### src/rtl/least_loaded_host_allocator_unit_assert.svh
// ----------------------------------------------------------------------------
// least loaded host allocator assertion macros
// concurrent checks sampled on clk, disabled while rst_n is low
// ----------------------------------------------------------------------------
`ifndef LEAST_LOADED_HOST_ALLOCATOR_UNIT_ASSERT_SVH
`define LEAST_LOADED_HOST_ALLOCATOR_UNIT_ASSERT_SVH

// same-cycle implication
`define LLHA_ASSERT_IMP(lbl, ante, cons, msg) \
  lbl: assert property (@(posedge clk) disable iff (!rst_n) (ante) |-> (cons)) \
    else $error(msg);

// next-cycle implication
`define LLHA_ASSERT_NEXT(lbl, ante, cons, msg) \
  lbl: assert property (@(posedge clk) disable iff (!rst_n) (ante) |=> (cons)) \
    else $error(msg);

`endif

### src/rtl/llha_pkg.sv
// ----------------------------------------------------------------------------
// llha_pkg
// shared widths, codes and types of the least loaded host allocator
// ----------------------------------------------------------------------------
package llha_pkg;

  localparam int MAX_HOSTS = 64;
  localparam int POS_W     = $clog2(MAX_HOSTS + 1);
  localparam int ADDR_W    = $clog2(MAX_HOSTS);

  localparam int ID_W     = 16;
  localparam int LOAD_W   = 8;
  localparam int FUNC_W   = 2;
  localparam int STATUS_W = 2;
  localparam int JOB_W    = 16;

  localparam int CFG_ADDR_W = 3;
  localparam int CFG_DATA_W = 32;

  localparam logic [POS_W-1:0]  HOST_LIMIT = POS_W'(MAX_HOSTS);
  localparam logic [LOAD_W-1:0] CAP_RESET  = LOAD_W'(100);

  // register word index within the configuration space
  localparam logic [0:0] REG_CAPACITY = 1'b0;

  localparam logic [FUNC_W-1:0] FUNC_CLEAR = 2'd0;
  localparam logic [FUNC_W-1:0] FUNC_LOAD  = 2'd1;
  localparam logic [FUNC_W-1:0] FUNC_ALLOC = 2'd2;

  typedef enum logic [STATUS_W-1:0] {
    STAT_DONE   = 2'd0,
    STAT_REJECT = 2'd1,
    STAT_FULL   = 2'd2,
    STAT_NOHOST = 2'd3
  } status_t;

  typedef enum logic [7:0] {
    ST_IDLE     = 8'b0000_0001,
    ST_BLD_RD   = 8'b0000_0010,
    ST_BLD_MV   = 8'b0000_0100,
    ST_ROOT_RD  = 8'b0000_1000,
    ST_ROOT_CHK = 8'b0001_0000,
    ST_SIFT     = 8'b0010_0000,
    ST_WR_MV    = 8'b0100_0000,
    ST_DONE     = 8'b1000_0000
  } state_t;

  typedef struct packed {
    logic [ID_W-1:0]   id;
    logic [LOAD_W-1:0] load;
  } host_t;

endpackage

### src/rtl/least_loaded_host_allocator_unit.sv
// ----------------------------------------------------------------------------
// least loaded host allocator unit; clear, load, unused code: no heap walk
// allocate: no host if empty, else root read and check; reject or one host ends
// there, else raised root sifts down <= log2 n levels; first allocate after a load
// builds the heap; one item at a time; sync reset empties table, capacity 100
// ----------------------------------------------------------------------------
`include "least_loaded_host_allocator_unit_assert.svh"

module least_loaded_host_allocator_unit (
  input  logic                                clk,
  input  logic                                rst_n,
  input  logic                                in_valid,
  output logic                                in_stall,
  input  logic [llha_pkg::FUNC_W-1:0]         in_func,
  input  logic [llha_pkg::ID_W-1:0]           in_host_id,
  input  logic [llha_pkg::LOAD_W-1:0]         in_host_load,
  input  logic [llha_pkg::LOAD_W-1:0]         in_job_load,
  output logic                                out_valid,
  input  logic                                out_stall,
  output logic [llha_pkg::STATUS_W-1:0]       out_status,
  output logic [llha_pkg::ID_W-1:0]           out_placed_host,
  output logic [llha_pkg::LOAD_W-1:0]         out_prev_load,
  output logic [llha_pkg::LOAD_W-1:0]         out_new_load,
  output logic [llha_pkg::JOB_W-1:0]          out_job_number,
  input  logic                                psel,
  input  logic                                penable,
  input  logic                                pwrite,
  input  logic [llha_pkg::CFG_ADDR_W-1:0]     paddr,
  input  logic [llha_pkg::CFG_DATA_W-1:0]     pwdata,
  output logic [llha_pkg::CFG_DATA_W-1:0]     prdata,
  output logic                                pready
);

  localparam int POS_W  = llha_pkg::POS_W;
  localparam int ADDR_W = llha_pkg::ADDR_W;

  llha_pkg::state_t            state_r, state_nxt;
  logic [POS_W-1:0]            host_count_r, host_count_nxt;
  logic                        heap_ready_r, heap_ready_nxt;
  logic [llha_pkg::JOB_W-1:0]  job_cnt_r, job_cnt_nxt;
  logic [llha_pkg::LOAD_W-1:0] cap_r, cap_nxt;
  logic                        bld_r, bld_nxt;
  logic [POS_W-1:0]            p_r, p_nxt;
  logic [POS_W-1:0]            pos_r, pos_nxt;
  llha_pkg::host_t             mv_r, mv_nxt;
  logic [llha_pkg::LOAD_W-1:0] job_r, job_nxt;

  llha_pkg::status_t           res_status_r, res_status_nxt;
  logic [llha_pkg::ID_W-1:0]   res_host_r, res_host_nxt;
  logic [llha_pkg::LOAD_W-1:0] res_prev_r, res_prev_nxt;
  logic [llha_pkg::LOAD_W-1:0] res_new_r, res_new_nxt;
  logic [llha_pkg::JOB_W-1:0]  res_job_r, res_job_nxt;

  logic                        out_valid_r, out_valid_nxt;
  llha_pkg::status_t           out_status_r, out_status_nxt;
  logic [llha_pkg::ID_W-1:0]   out_host_r, out_host_nxt;
  logic [llha_pkg::LOAD_W-1:0] out_prev_r, out_prev_nxt;
  logic [llha_pkg::LOAD_W-1:0] out_new_r, out_new_nxt;
  logic [llha_pkg::JOB_W-1:0]  out_job_r, out_job_nxt;

  // host table, heap positions 1..n live at index position-1
  llha_pkg::host_t             host_mem [llha_pkg::MAX_HOSTS];
  llha_pkg::host_t             rd_a_r, rd_b_r;
  logic [ADDR_W-1:0]           rd_a_addr, rd_b_addr;
  logic                        mem_we;
  logic [ADDR_W-1:0]           mem_waddr;
  llha_pkg::host_t             mem_wdata;

  logic                        in_accept;
  logic                        cfg_wr;
  logic [POS_W-1:0]            half_n;
  logic [POS_W:0]              c_cur;
  logic [POS_W:0]              ch;
  logic [POS_W-1:0]            ch_pos;
  logic                        sel_right;
  llha_pkg::host_t             chd;
  logic                        stop;
  logic [llha_pkg::LOAD_W:0]   sum;
  logic                        fits;
  logic                        sift_done;

  function automatic logic [ADDR_W-1:0] pos_idx(input logic [POS_W-1:0] p);
    logic [POS_W-1:0] t;
    t = p - 1'b1;
    return t[ADDR_W-1:0];
  endfunction

  function automatic logic [ADDR_W-1:0] left_idx(input logic [POS_W-1:0] p);
    logic [POS_W:0] t;
    t = {p, 1'b0} - 1'b1;
    return t[ADDR_W-1:0];
  endfunction

  function automatic logic [ADDR_W-1:0] right_idx(input logic [POS_W-1:0] p);
    logic [POS_W:0] t;
    t = {p, 1'b0};
    return t[ADDR_W-1:0];
  endfunction

  assign in_stall  = (state_r != llha_pkg::ST_IDLE) || !rst_n;
  assign in_accept = in_valid && !in_stall;

  assign out_valid       = out_valid_r;
  assign out_status      = out_status_r;
  assign out_placed_host = out_host_r;
  assign out_prev_load   = out_prev_r;
  assign out_new_load    = out_new_r;
  assign out_job_number  = out_job_r;

  assign pready = 1'b1;
  assign cfg_wr = psel && penable && pwrite;
  assign prdata = (paddr[llha_pkg::CFG_ADDR_W-1] == llha_pkg::REG_CAPACITY) ?
                  llha_pkg::CFG_DATA_W'(cap_r) : '0;

  // shared compare unit: smaller child, then moving entry against it
  assign half_n    = host_count_r >> 1;
  assign c_cur     = {pos_r, 1'b0};
  assign sel_right = (c_cur < {1'b0, host_count_r}) && (rd_b_r.load < rd_a_r.load);
  assign ch        = sel_right ? c_cur + 1'b1 : c_cur;
  assign ch_pos    = ch[POS_W-1:0];
  assign chd       = sel_right ? rd_b_r : rd_a_r;
  assign stop      = mv_r.load < chd.load;
  assign sum       = {1'b0, rd_a_r.load} + {1'b0, job_r};
  assign fits      = sum <= {1'b0, cap_r};

  always_comb begin
    state_nxt      = state_r;
    host_count_nxt = host_count_r;
    heap_ready_nxt = heap_ready_r;
    job_cnt_nxt    = job_cnt_r;
    cap_nxt        = cap_r;
    bld_nxt        = bld_r;
    p_nxt          = p_r;
    pos_nxt        = pos_r;
    mv_nxt         = mv_r;
    job_nxt        = job_r;
    res_status_nxt = res_status_r;
    res_host_nxt   = res_host_r;
    res_prev_nxt   = res_prev_r;
    res_new_nxt    = res_new_r;
    res_job_nxt    = res_job_r;
    out_valid_nxt  = out_valid_r && out_stall;
    out_status_nxt = out_status_r;
    out_host_nxt   = out_host_r;
    out_prev_nxt   = out_prev_r;
    out_new_nxt    = out_new_r;
    out_job_nxt    = out_job_r;
    mem_we         = 1'b0;
    mem_waddr      = pos_idx(pos_r);
    mem_wdata      = mv_r;
    rd_a_addr      = left_idx(pos_r);
    rd_b_addr      = right_idx(pos_r);
    sift_done      = 1'b0;

    if (cfg_wr && (paddr[llha_pkg::CFG_ADDR_W-1] == llha_pkg::REG_CAPACITY)) begin
      cap_nxt = pwdata[llha_pkg::LOAD_W-1:0];
    end

    unique case (state_r)
      llha_pkg::ST_IDLE: begin
        if (in_accept) begin
          job_nxt        = in_job_load;
          res_status_nxt = llha_pkg::STAT_DONE;
          res_host_nxt   = '0;
          res_prev_nxt   = '0;
          res_new_nxt    = '0;
          res_job_nxt    = '0;
          state_nxt      = llha_pkg::ST_DONE;
          case (in_func)
            llha_pkg::FUNC_CLEAR: begin
              host_count_nxt = '0;
              heap_ready_nxt = 1'b0;
              job_cnt_nxt    = '0;
            end
            llha_pkg::FUNC_LOAD: begin
              if (host_count_r >= llha_pkg::HOST_LIMIT) begin
                res_status_nxt = llha_pkg::STAT_FULL;
              end else begin
                mem_we         = 1'b1;
                mem_waddr      = host_count_r[ADDR_W-1:0];
                mem_wdata      = '{id: in_host_id, load: in_host_load};
                host_count_nxt = host_count_r + 1'b1;
                heap_ready_nxt = 1'b0;
              end
            end
            llha_pkg::FUNC_ALLOC: begin
              job_cnt_nxt = job_cnt_r + 1'b1;
              res_job_nxt = job_cnt_r + 1'b1;
              if (host_count_r == '0) begin
                res_status_nxt = llha_pkg::STAT_NOHOST;
              end else if (heap_ready_r || (half_n == '0)) begin
                heap_ready_nxt = 1'b1;
                state_nxt      = llha_pkg::ST_ROOT_RD;
              end else begin
                p_nxt     = half_n;
                bld_nxt   = 1'b1;
                state_nxt = llha_pkg::ST_BLD_RD;
              end
            end
            default: begin
              state_nxt = llha_pkg::ST_DONE;
            end
          endcase
        end
      end

      llha_pkg::ST_BLD_RD: begin
        rd_a_addr = pos_idx(p_r);
        state_nxt = llha_pkg::ST_BLD_MV;
      end

      // interior node always has a left child
      llha_pkg::ST_BLD_MV: begin
        mv_nxt    = rd_a_r;
        pos_nxt   = p_r;
        rd_a_addr = left_idx(p_r);
        rd_b_addr = right_idx(p_r);
        state_nxt = llha_pkg::ST_SIFT;
      end

      llha_pkg::ST_ROOT_RD: begin
        rd_a_addr = '0;
        state_nxt = llha_pkg::ST_ROOT_CHK;
      end

      llha_pkg::ST_ROOT_CHK: begin
        if (fits) begin
          res_host_nxt = rd_a_r.id;
          res_prev_nxt = rd_a_r.load;
          res_new_nxt  = sum[llha_pkg::LOAD_W-1:0];
          mv_nxt       = '{id: rd_a_r.id, load: sum[llha_pkg::LOAD_W-1:0]};
          pos_nxt      = POS_W'(1);
          if (half_n == '0) begin
            // single host: raised root written back in place
            mem_we    = 1'b1;
            mem_waddr = '0;
            mem_wdata = '{id: rd_a_r.id, load: sum[llha_pkg::LOAD_W-1:0]};
            state_nxt = llha_pkg::ST_DONE;
          end else begin
            rd_a_addr = left_idx(POS_W'(1));
            rd_b_addr = right_idx(POS_W'(1));
            state_nxt = llha_pkg::ST_SIFT;
          end
        end else begin
          res_status_nxt = llha_pkg::STAT_REJECT;
          state_nxt      = llha_pkg::ST_DONE;
        end
      end

      llha_pkg::ST_SIFT: begin
        mem_we = 1'b1;
        if (stop) begin
          sift_done = 1'b1;
        end else begin
          mem_wdata = chd;
          pos_nxt   = ch_pos;
          if (ch_pos <= half_n) begin
            rd_a_addr = left_idx(ch_pos);
            rd_b_addr = right_idx(ch_pos);
          end else begin
            state_nxt = llha_pkg::ST_WR_MV;
          end
        end
      end

      llha_pkg::ST_WR_MV: begin
        mem_we    = 1'b1;
        sift_done = 1'b1;
      end

      llha_pkg::ST_DONE: begin
        if (!out_valid_r || !out_stall) begin
          out_valid_nxt  = 1'b1;
          out_status_nxt = res_status_r;
          out_host_nxt   = res_host_r;
          out_prev_nxt   = res_prev_r;
          out_new_nxt    = res_new_r;
          out_job_nxt    = res_job_r;
          state_nxt      = llha_pkg::ST_IDLE;
        end
      end

      default: begin
        state_nxt = llha_pkg::ST_IDLE;
      end
    endcase

    // end of one sift: next build node, root check, or result
    if (sift_done) begin
      if (bld_r) begin
        if (p_r == POS_W'(1)) begin
          bld_nxt        = 1'b0;
          heap_ready_nxt = 1'b1;
          state_nxt      = llha_pkg::ST_ROOT_RD;
        end else begin
          p_nxt     = p_r - 1'b1;
          state_nxt = llha_pkg::ST_BLD_RD;
        end
      end else begin
        state_nxt = llha_pkg::ST_DONE;
      end
    end
  end

  always_ff @(posedge clk) begin
    if (mem_we) begin
      host_mem[mem_waddr] <= mem_wdata;
    end
    rd_a_r <= host_mem[rd_a_addr];
    rd_b_r <= host_mem[rd_b_addr];
  end

  always_ff @(posedge clk) begin
    if (!rst_n) begin
      state_r      <= llha_pkg::ST_IDLE;
      host_count_r <= '0;
      heap_ready_r <= 1'b0;
      job_cnt_r    <= '0;
      cap_r        <= llha_pkg::CAP_RESET;
      bld_r        <= 1'b0;
      out_valid_r  <= 1'b0;
    end else begin
      state_r      <= state_nxt;
      host_count_r <= host_count_nxt;
      heap_ready_r <= heap_ready_nxt;
      job_cnt_r    <= job_cnt_nxt;
      cap_r        <= cap_nxt;
      bld_r        <= bld_nxt;
      out_valid_r  <= out_valid_nxt;
    end
  end

  always_ff @(posedge clk) begin
    p_r          <= p_nxt;
    pos_r        <= pos_nxt;
    mv_r         <= mv_nxt;
    job_r        <= job_nxt;
    res_status_r <= res_status_nxt;
    res_host_r   <= res_host_nxt;
    res_prev_r   <= res_prev_nxt;
    res_new_r    <= res_new_nxt;
    res_job_r    <= res_job_nxt;
    out_status_r <= out_status_nxt;
    out_host_r   <= out_host_nxt;
    out_prev_r   <= out_prev_nxt;
    out_new_r    <= out_new_nxt;
    out_job_r    <= out_job_nxt;
  end

  `LLHA_ASSERT_NEXT(a_accept_busy, in_valid && !in_stall, state_r != llha_pkg::ST_IDLE, "item accepted but sequencer stayed idle")
  `LLHA_ASSERT_IMP(a_count_bound, 1'b1, host_count_r <= llha_pkg::HOST_LIMIT, "host count above table size")
  `LLHA_ASSERT_IMP(a_wr_in_table, mem_we && (state_r != llha_pkg::ST_IDLE), {1'b0, mem_waddr} < host_count_r, "heap write outside loaded hosts")
  `LLHA_ASSERT_IMP(a_build_pending, bld_r, !heap_ready_r, "heap marked ready during build")
  `LLHA_ASSERT_IMP(a_sift_pos, state_r == llha_pkg::ST_SIFT, (pos_r != '0) && (pos_r <= half_n), "sift position has no child")

endmodule

### config.mk
export PLATFORM = sky130hd
export DESIGN_NAME = least_loaded_host_allocator_unit
export DESIGN_NICKNAME = d
export VERILOG_FILES = /design/src/rtl/llha_pkg.sv /design/src/rtl/least_loaded_host_allocator_unit.sv
export VERILOG_INCLUDE_DIRS = /design/src /design/src/rtl
export SDC_FILE = /design/constraint.sdc
export NUM_CORES = 2
export LEC_CHECK = 0
export BUFFER_PORTS_ARGS = -buffer_cell sky130_fd_sc_hd__buf_2
export CORE_UTILIZATION = 65
export DETAILED_ROUTE_END_ITERATION = 10
export PLACE_DENSITY = 0.87
export REMOVE_ABC_BUFFERS = 1
export SLEW_MARGIN = 5
export SYNTH_ARGS = -nofsm -noshare
export SYNTH_HDL_FRONTEND = slang
export SYNTH_SLANG_ARGS = --single-unit
### constraint.sdc
create_clock -name clk -period 14 [get_ports clk]
set_input_delay 1.4 -clock clk [delete_from_list [all_inputs] [get_ports clk]]
set_output_delay 1.4 -clock clk [all_outputs]
set_load 0.01 [all_outputs]
# Yosys cells after proc, flatten, opt, wreduce, memory -nomap -nowiden
# Memory sizes are Yosys's and may differ from the RTL's. A register that Yosys moved wholly into a read port is not among the register bits.
# Cells that the tools add are included.
# totals
n_memories,1
register_bits,188
input_bits,76
ramBits,1536
# memory_table
memory,depth,word_bits,rd,rd_ports_with_merged_regs,write_ports,line,text
host_mem,64,24,2,2,1,least_loaded_host_allocator_unit.sv:62,llha_pkg::host_t host_mem [llha_pkg::MAX_HOSTS];
# classes
order_cmp,6
eq_ne,22
add_sub_neg,9
muxes,98
n_bitwise,1
reduce_logical,31
# ops
cell,n
$mux W24,8
$mux W8,14
$mux W7,12
$mux W6,13
$pmux W24 S3,1
$pmux W16 S2,2
$pmux W8 S8,1
$pmux W24 S2,1
$mux W16,2
$pmux W8 S2,2
$pmux W6 S5,1
$mux W1,26
$sub A6 B1 Y6 const B,4
$pmux W7 S3,1
$pmux W6 S3,1
$add A16 B1 Y16 const B,1
$lt A8 B8 Y1,2
$add A7 B1 Y7 const B,2
$logic_not A7 Y1,2
$pmux W7 S2,1
$ne A2 B2 Y1 const B,6
$ne A3 B3 Y1 const B,4
$pmux W6 S2,1
$reduce_and A3 Y1,4
34 further kinds,55

# Depth between registers and ports, before layout
# logic_depth
depth_word,10
ltp_mapped,26
depth_no_buf,21

# Worst setup path before layout
# Ideal clock, no wire load.
# synth_timing
path_type,flip-flop to flip-flop
from,register job_r[1] (netlist bit)
to,memory host_mem[39][0] (netlist bit) (enable)
slack_ns,8.051
required_time_ns,13.595
synth_period_minus_slack_ns,5.949
t_arrival_ns,5.544
stages_incl_launch_ff,22
cell_sequence,edfxtp_1 ha_1 a21o_1 a21oi_1 o21bai_1 a21oi_1 o21bai_1 a21oi_1 xor2_1 inv_1 ha_1 or4_1 a21oi_1 a211oi_1 nor3_1 and2_1 clkbuf_1 nor3_1 nor2_1 nand2_1 or4b_1 nor2_1
# synth_between
elab_chain_cells,6
elab_cells_between_ends,8
cone_classes,add/sub: 1; order compare: 1; mux: 6
# synth_rtl
item,line,text
"start, declared",least_loaded_host_allocator_unit.sv:46,"logic [llha_pkg::LOAD_W-1:0] job_r, job_nxt;"
"start signal, assigned",least_loaded_host_allocator_unit.sv:337,job_r <= job_nxt;
$add A8 B8 Y9 *,least_loaded_host_allocator_unit.sv:123,"assign sum = {1'b0, rd_a_r.load} + {1'b0, job_r};"
"named net sum, one bit",least_loaded_host_allocator_unit.sv:78,logic [llha_pkg::LOAD_W:0] sum;
$le A9 B8 Y1 *,least_loaded_host_allocator_unit.sv:124,"assign fits = sum <= {1'b0, cap_r};"
$mux W1,least_loaded_host_allocator_unit.sv:227,if (fits) begin
$pmux W1 S3,least_loaded_host_allocator_unit.sv:159,unique case (state_r)
$mux W1,least_loaded_host_allocator_unit.sv:306,if (mem_we) begin
$mux W1 (not written as such),least_loaded_host_allocator_unit.sv:307,host_mem[mem_waddr] <= mem_wdata;
"end, declared",least_loaded_host_allocator_unit.sv:62,
# The timed path passes the listed nets; every way through them passes the cells marked *.

# Worst setup path after layout
# layout_timing
from,register host_count_r[6]
to,"register, netlist name rd_b_r[2]"
# layout_between
elab_chain_cells,7
elab_cells_between_ends,12
cone_classes,order compare: 3; mux: 7; reduce/logical: 2
# layout_rtl
item,line,text
"start, declared",least_loaded_host_allocator_unit.sv:38,"logic [POS_W-1:0] host_count_r, host_count_nxt;"
"start signal, assigned",least_loaded_host_allocator_unit.sv:324,host_count_r <= host_count_nxt;
$lt A8 B7 Y1,least_loaded_host_allocator_unit.sv:118,"assign sel_right = (c_cur < {1'b0, host_count_r}) && (rd_b_r.load < rd_a_r.load);"
$logic_and A1 B1 Y1,least_loaded_host_allocator_unit.sv:118,
$mux W7,least_loaded_host_allocator_unit.sv:119,assign ch = sel_right ? c_cur + 1'b1 : c_cur;
$le A7 B6 Y1,least_loaded_host_allocator_unit.sv:257,if (ch_pos <= half_n) begin
$mux W6,least_loaded_host_allocator_unit.sv:257,
$mux W6,least_loaded_host_allocator_unit.sv:252,if (stop) begin
$pmux W6 S3 *,least_loaded_host_allocator_unit.sv:159,
# Every way passes the cells marked *; elsewhere a longest branch is shown, timed or not.
# A chain may end at the register's enable or synchronous reset.

==> impl_metrics.json <==
{
  "synth_common_cells": "1,675 x edfxtp_1, 857 x nand2_1, 657 x mux2i_1, 205 x clkbuf_1, 180 x mux4_2",
  "worst_pin_slew_ps": 1381,
  "fillers": 7021,
  "gp_congestion": 1.023,
  "worstPathCellList": "inv_1 -> ha_1 -> a22oi_1 -> nand3_1 -> a31oi_1 -> nand3_2 -> mux2i_1 -> ha_1 -> a211o_1 -> a21oi_1 -> nand3_1 -> a31oi_2 -> nor3_4 -> a21oi_4 -> buf_12 -> nor2b_4 -> buf_4 -> buf_4 -> mux2i_1 -> mux2i_1 -> o22ai_1 -> nor4_1",
  "hold_violations": 0,
  "die_width_um": 350.4,
  "synth_cell_types": 92,
  "max_stage_delay_ps": 960,
  "final-seq-area_mm2": 0.05224,
  "rows": 127,
  "ant_nets": 0,
  "drv_cap": 0,
  "grt_max_degree": 185,
  "ys_seq_area_frac": 0.6621,
  "synth_edf_count": 1675,
  "grt_overflow": 0,
  "leakagePower_nw": 30.16,
  "skew_ps": 34.77,
  "drive_gt1_frac": 0.1415,
  "grt_first_pass_wirelength_mm": 343.2,
  "syn_inst": 5514,
  "postRouteWirelength_mm": 242.3,
  "dieHeight_um": 350.4,
  "core_mm2": 0.1201,
  "path_clk_slew_ps": 60,
  "setup_ws_ps": 4470,
  "cp_top_family": "simple AND/OR/NAND/NOR gates",
  "h-tree-depth": 4,
  "critPathSlowestCell": "nand3_2",
  "fin_crit_sh": 0.6807,
  "tritoncts": "built",
  "ys_seq_elements": 1772,
  "antenna_found_initial": 27,
  "vias_per_cell": 7.281,
  "avgSynthCellArea_um2": 14.31,
  "yosysWarnings": 0,
  "pre_cts_ws_ps": 5033,
  "die_area_mm2": 0.1228,
  "synth_top_cells_by_area": "edfxtp_1 64%, mux2i_1 8.3%, mux4_2 5.1%",
  "cts.path.max_buffers": 3,
  "port_buffers": 109,
  "power.density_mw_per_mm2": 135.3,
  "post-synth-top-area-cell": "edfxtp_1",
  "post-cts-setup-buffers": 0,
  "nets": 5690,
  "grt_use_total": 0.3935,
  "cp_num_buf_inv": 4,
  "cp_data_required_time_ps": 14670,
  "fmax_mhz": 104.9,
  "firstDrtPassIters": 7,
  "dpl_cell_area_mm2": 0.08122,
  "ys.flop_type": "edfxtp_1",
  "cts_sinks": 1772,
  "io_pins": 161,
  "drt-initial-drc-count": 9507,
  "setup_viol": 0,
  "drv_slew": 0,
  "start_kind": "flip-flop",
  "cts.repair.resized": 0,
  "synth.cell_area_mm2": 0.07890,
  "fin_area_mm2": 0.08666,
  "period_needed_ps": 9530,
  "grt_pass1_vias": 51070,
  "hold_class": "flip-flop to flip-flop",
  "vias": 53300,
  "rsz0062_at_grt": "no",
  "cp_common_cell": "mux2i_1",
  "postCtsHoldBufs": 0,
  "ctsRootBufferMaster": "clkbuf_16",
  "cts_made_buffers": 169,
  "synth_most_common_cell": "edfxtp_1",
  "drc": 0,
  "area_growth_pct": 9.825,
  "cp_max_fo": 100,
  "cp.arrival_ps": 10200,
  "relSlewSlack": 0.07142,
  "wl_per_cell_um": 33.10,
  "clk_latency_ps": 800,
  "worst_ir_drop_vdd_mv": 0.1074,
  "cp-end-kind": "flip-flop",
  "multi_input_area_mm2": 0.02501,
  "dp_hpwl_mm": 138.2,
  "async_reset_ff_frac": 0,
  "worstSetupPathType": "flip-flop to flip-flop",
  "start_util": 0.6568,
  "outcome": "complete, no violations",
  "yosysTopAreaCellShare": 0.6375
}
-- kinds of logic (layout without fill, tap and decap cells) --
logic type,count (synthesis),after routing,share of synthesized area
DFF,1772,1772,0.6621
and+or+nand+nor,1544,1544,0.08926
muxes,837,837,0.1347
AOI/OAI and AO/OA,817,817,0.07459
buffers and inverters,452,610,0.02655
adders and majority gates,55,55,0.008817
xor gates and xnor gates,35,35,0.003885
other,2,38,0.00009518
-- power by group --
part	total (W)	switching (W)	internal, W
Combinational	0.000888	0.000750	0.000138
Clock	0.00453	0.00197	0.00256
Sequential	0.00631	0.0000115	0.00629
-- worst reg2reg max path: cells and delay by family (launching register included) --
kind | cells | cell delay, ps
compound gates | 7 | 2010
mux | 3 | 1470
flops | 1 | 420
simple gates | 6 | 2660
buf+inv | 4 | 2180
fa+ha+maj | 2 | 680
-- layout by cell type, fill, tap and decap left out, types with 68 or more instances in the layout --
| master | count |
|---|---|
| a21oi_1 | 69 |
| a22oi_1 | 95 |
| and2_1 | 68 |
| and3_1 | 93 |
| buf_2 | 109 |
| buf_4 | 144 |
| clkbuf_16 | 175 |
| dfxtp_1 | 97 |
| edfxtp_1 | 1675 |
| mux2i_1 | 657 |
| mux4_2 | 180 |
| nand2_1 | 855 |
| nand3_1 | 161 |
| nand4_1 | 123 |
| nor2_1 | 77 |
| o21ai_0 | 102 |
| o22ai_1 | 104 |
-- metal layers --
layer | vias to the layer above | global-route usage | wire length [um] | part of all wire
li1 | 21540 | - | - | -
met1 | 25740 | 0.4793 | 76860 | 0.32
met2 | 4884 | 0.5785 | 105600 | 0.44
met3 | 1111 | 0.1498 | 39450 | 0.16
met4 | 22 | 0.2816 | 20270 | 0.084
met5 | - | 0 | 157 | 0.00065
-- worst paths after layout --
kind,cells after the start,slack [ps],to,start
setup reg to reg,22,4470,rd_b_r[2],host_count_r[6]
hold / removal,0,420,out_job_number[0],res_job_r[0]
hold reg to reg,0,420,out_job_number[0],res_job_r[0]
setup / recovery,22,4470,rd_b_r[2],host_count_r[6]
-- state kept, by name, summed over array words and instances (netlist names), 16 cells and up --
| register | flops |
|---|---|
| rd_a_r | 24 |
| out_placed_host | 16 |
| job_cnt_r | 16 |
| res_host_r | 16 |
| res_job_r | 16 |
| rd_b_r | 24 |
| host_mem | 1536 |
| out_job_number | 16 |
| mv_r | 24 |
-- final cells by class --
type                       instances  area share
tap                             1612     0.02328
antenna                           13   0.0003754
clock buffer                     222     0.05269
sequential                      1772      0.6028
timing repair buffer             262     0.02085
clock inverter                    85    0.009631
multi-input combinational       3313      0.2886
inverter                          41    0.001776
-- stage by stage --
stage	hold WS, ps	power [W]	instances	setup TNS [ps]	util
after floorplan	400.3	0.006854	5126	-900920	-
after global placement	401.5	0.007218	7000	0	0.6761
after detailed placement	404.5	0.007259	7000	0	0.6761
after CTS	418.4	0.01166	7307	0	0.7211
after global routing	420.1	0.01192	7307	0	0.7211
final	416.9	0.01173	7320	0	0.7213
(Power assumes the default switching activity.)
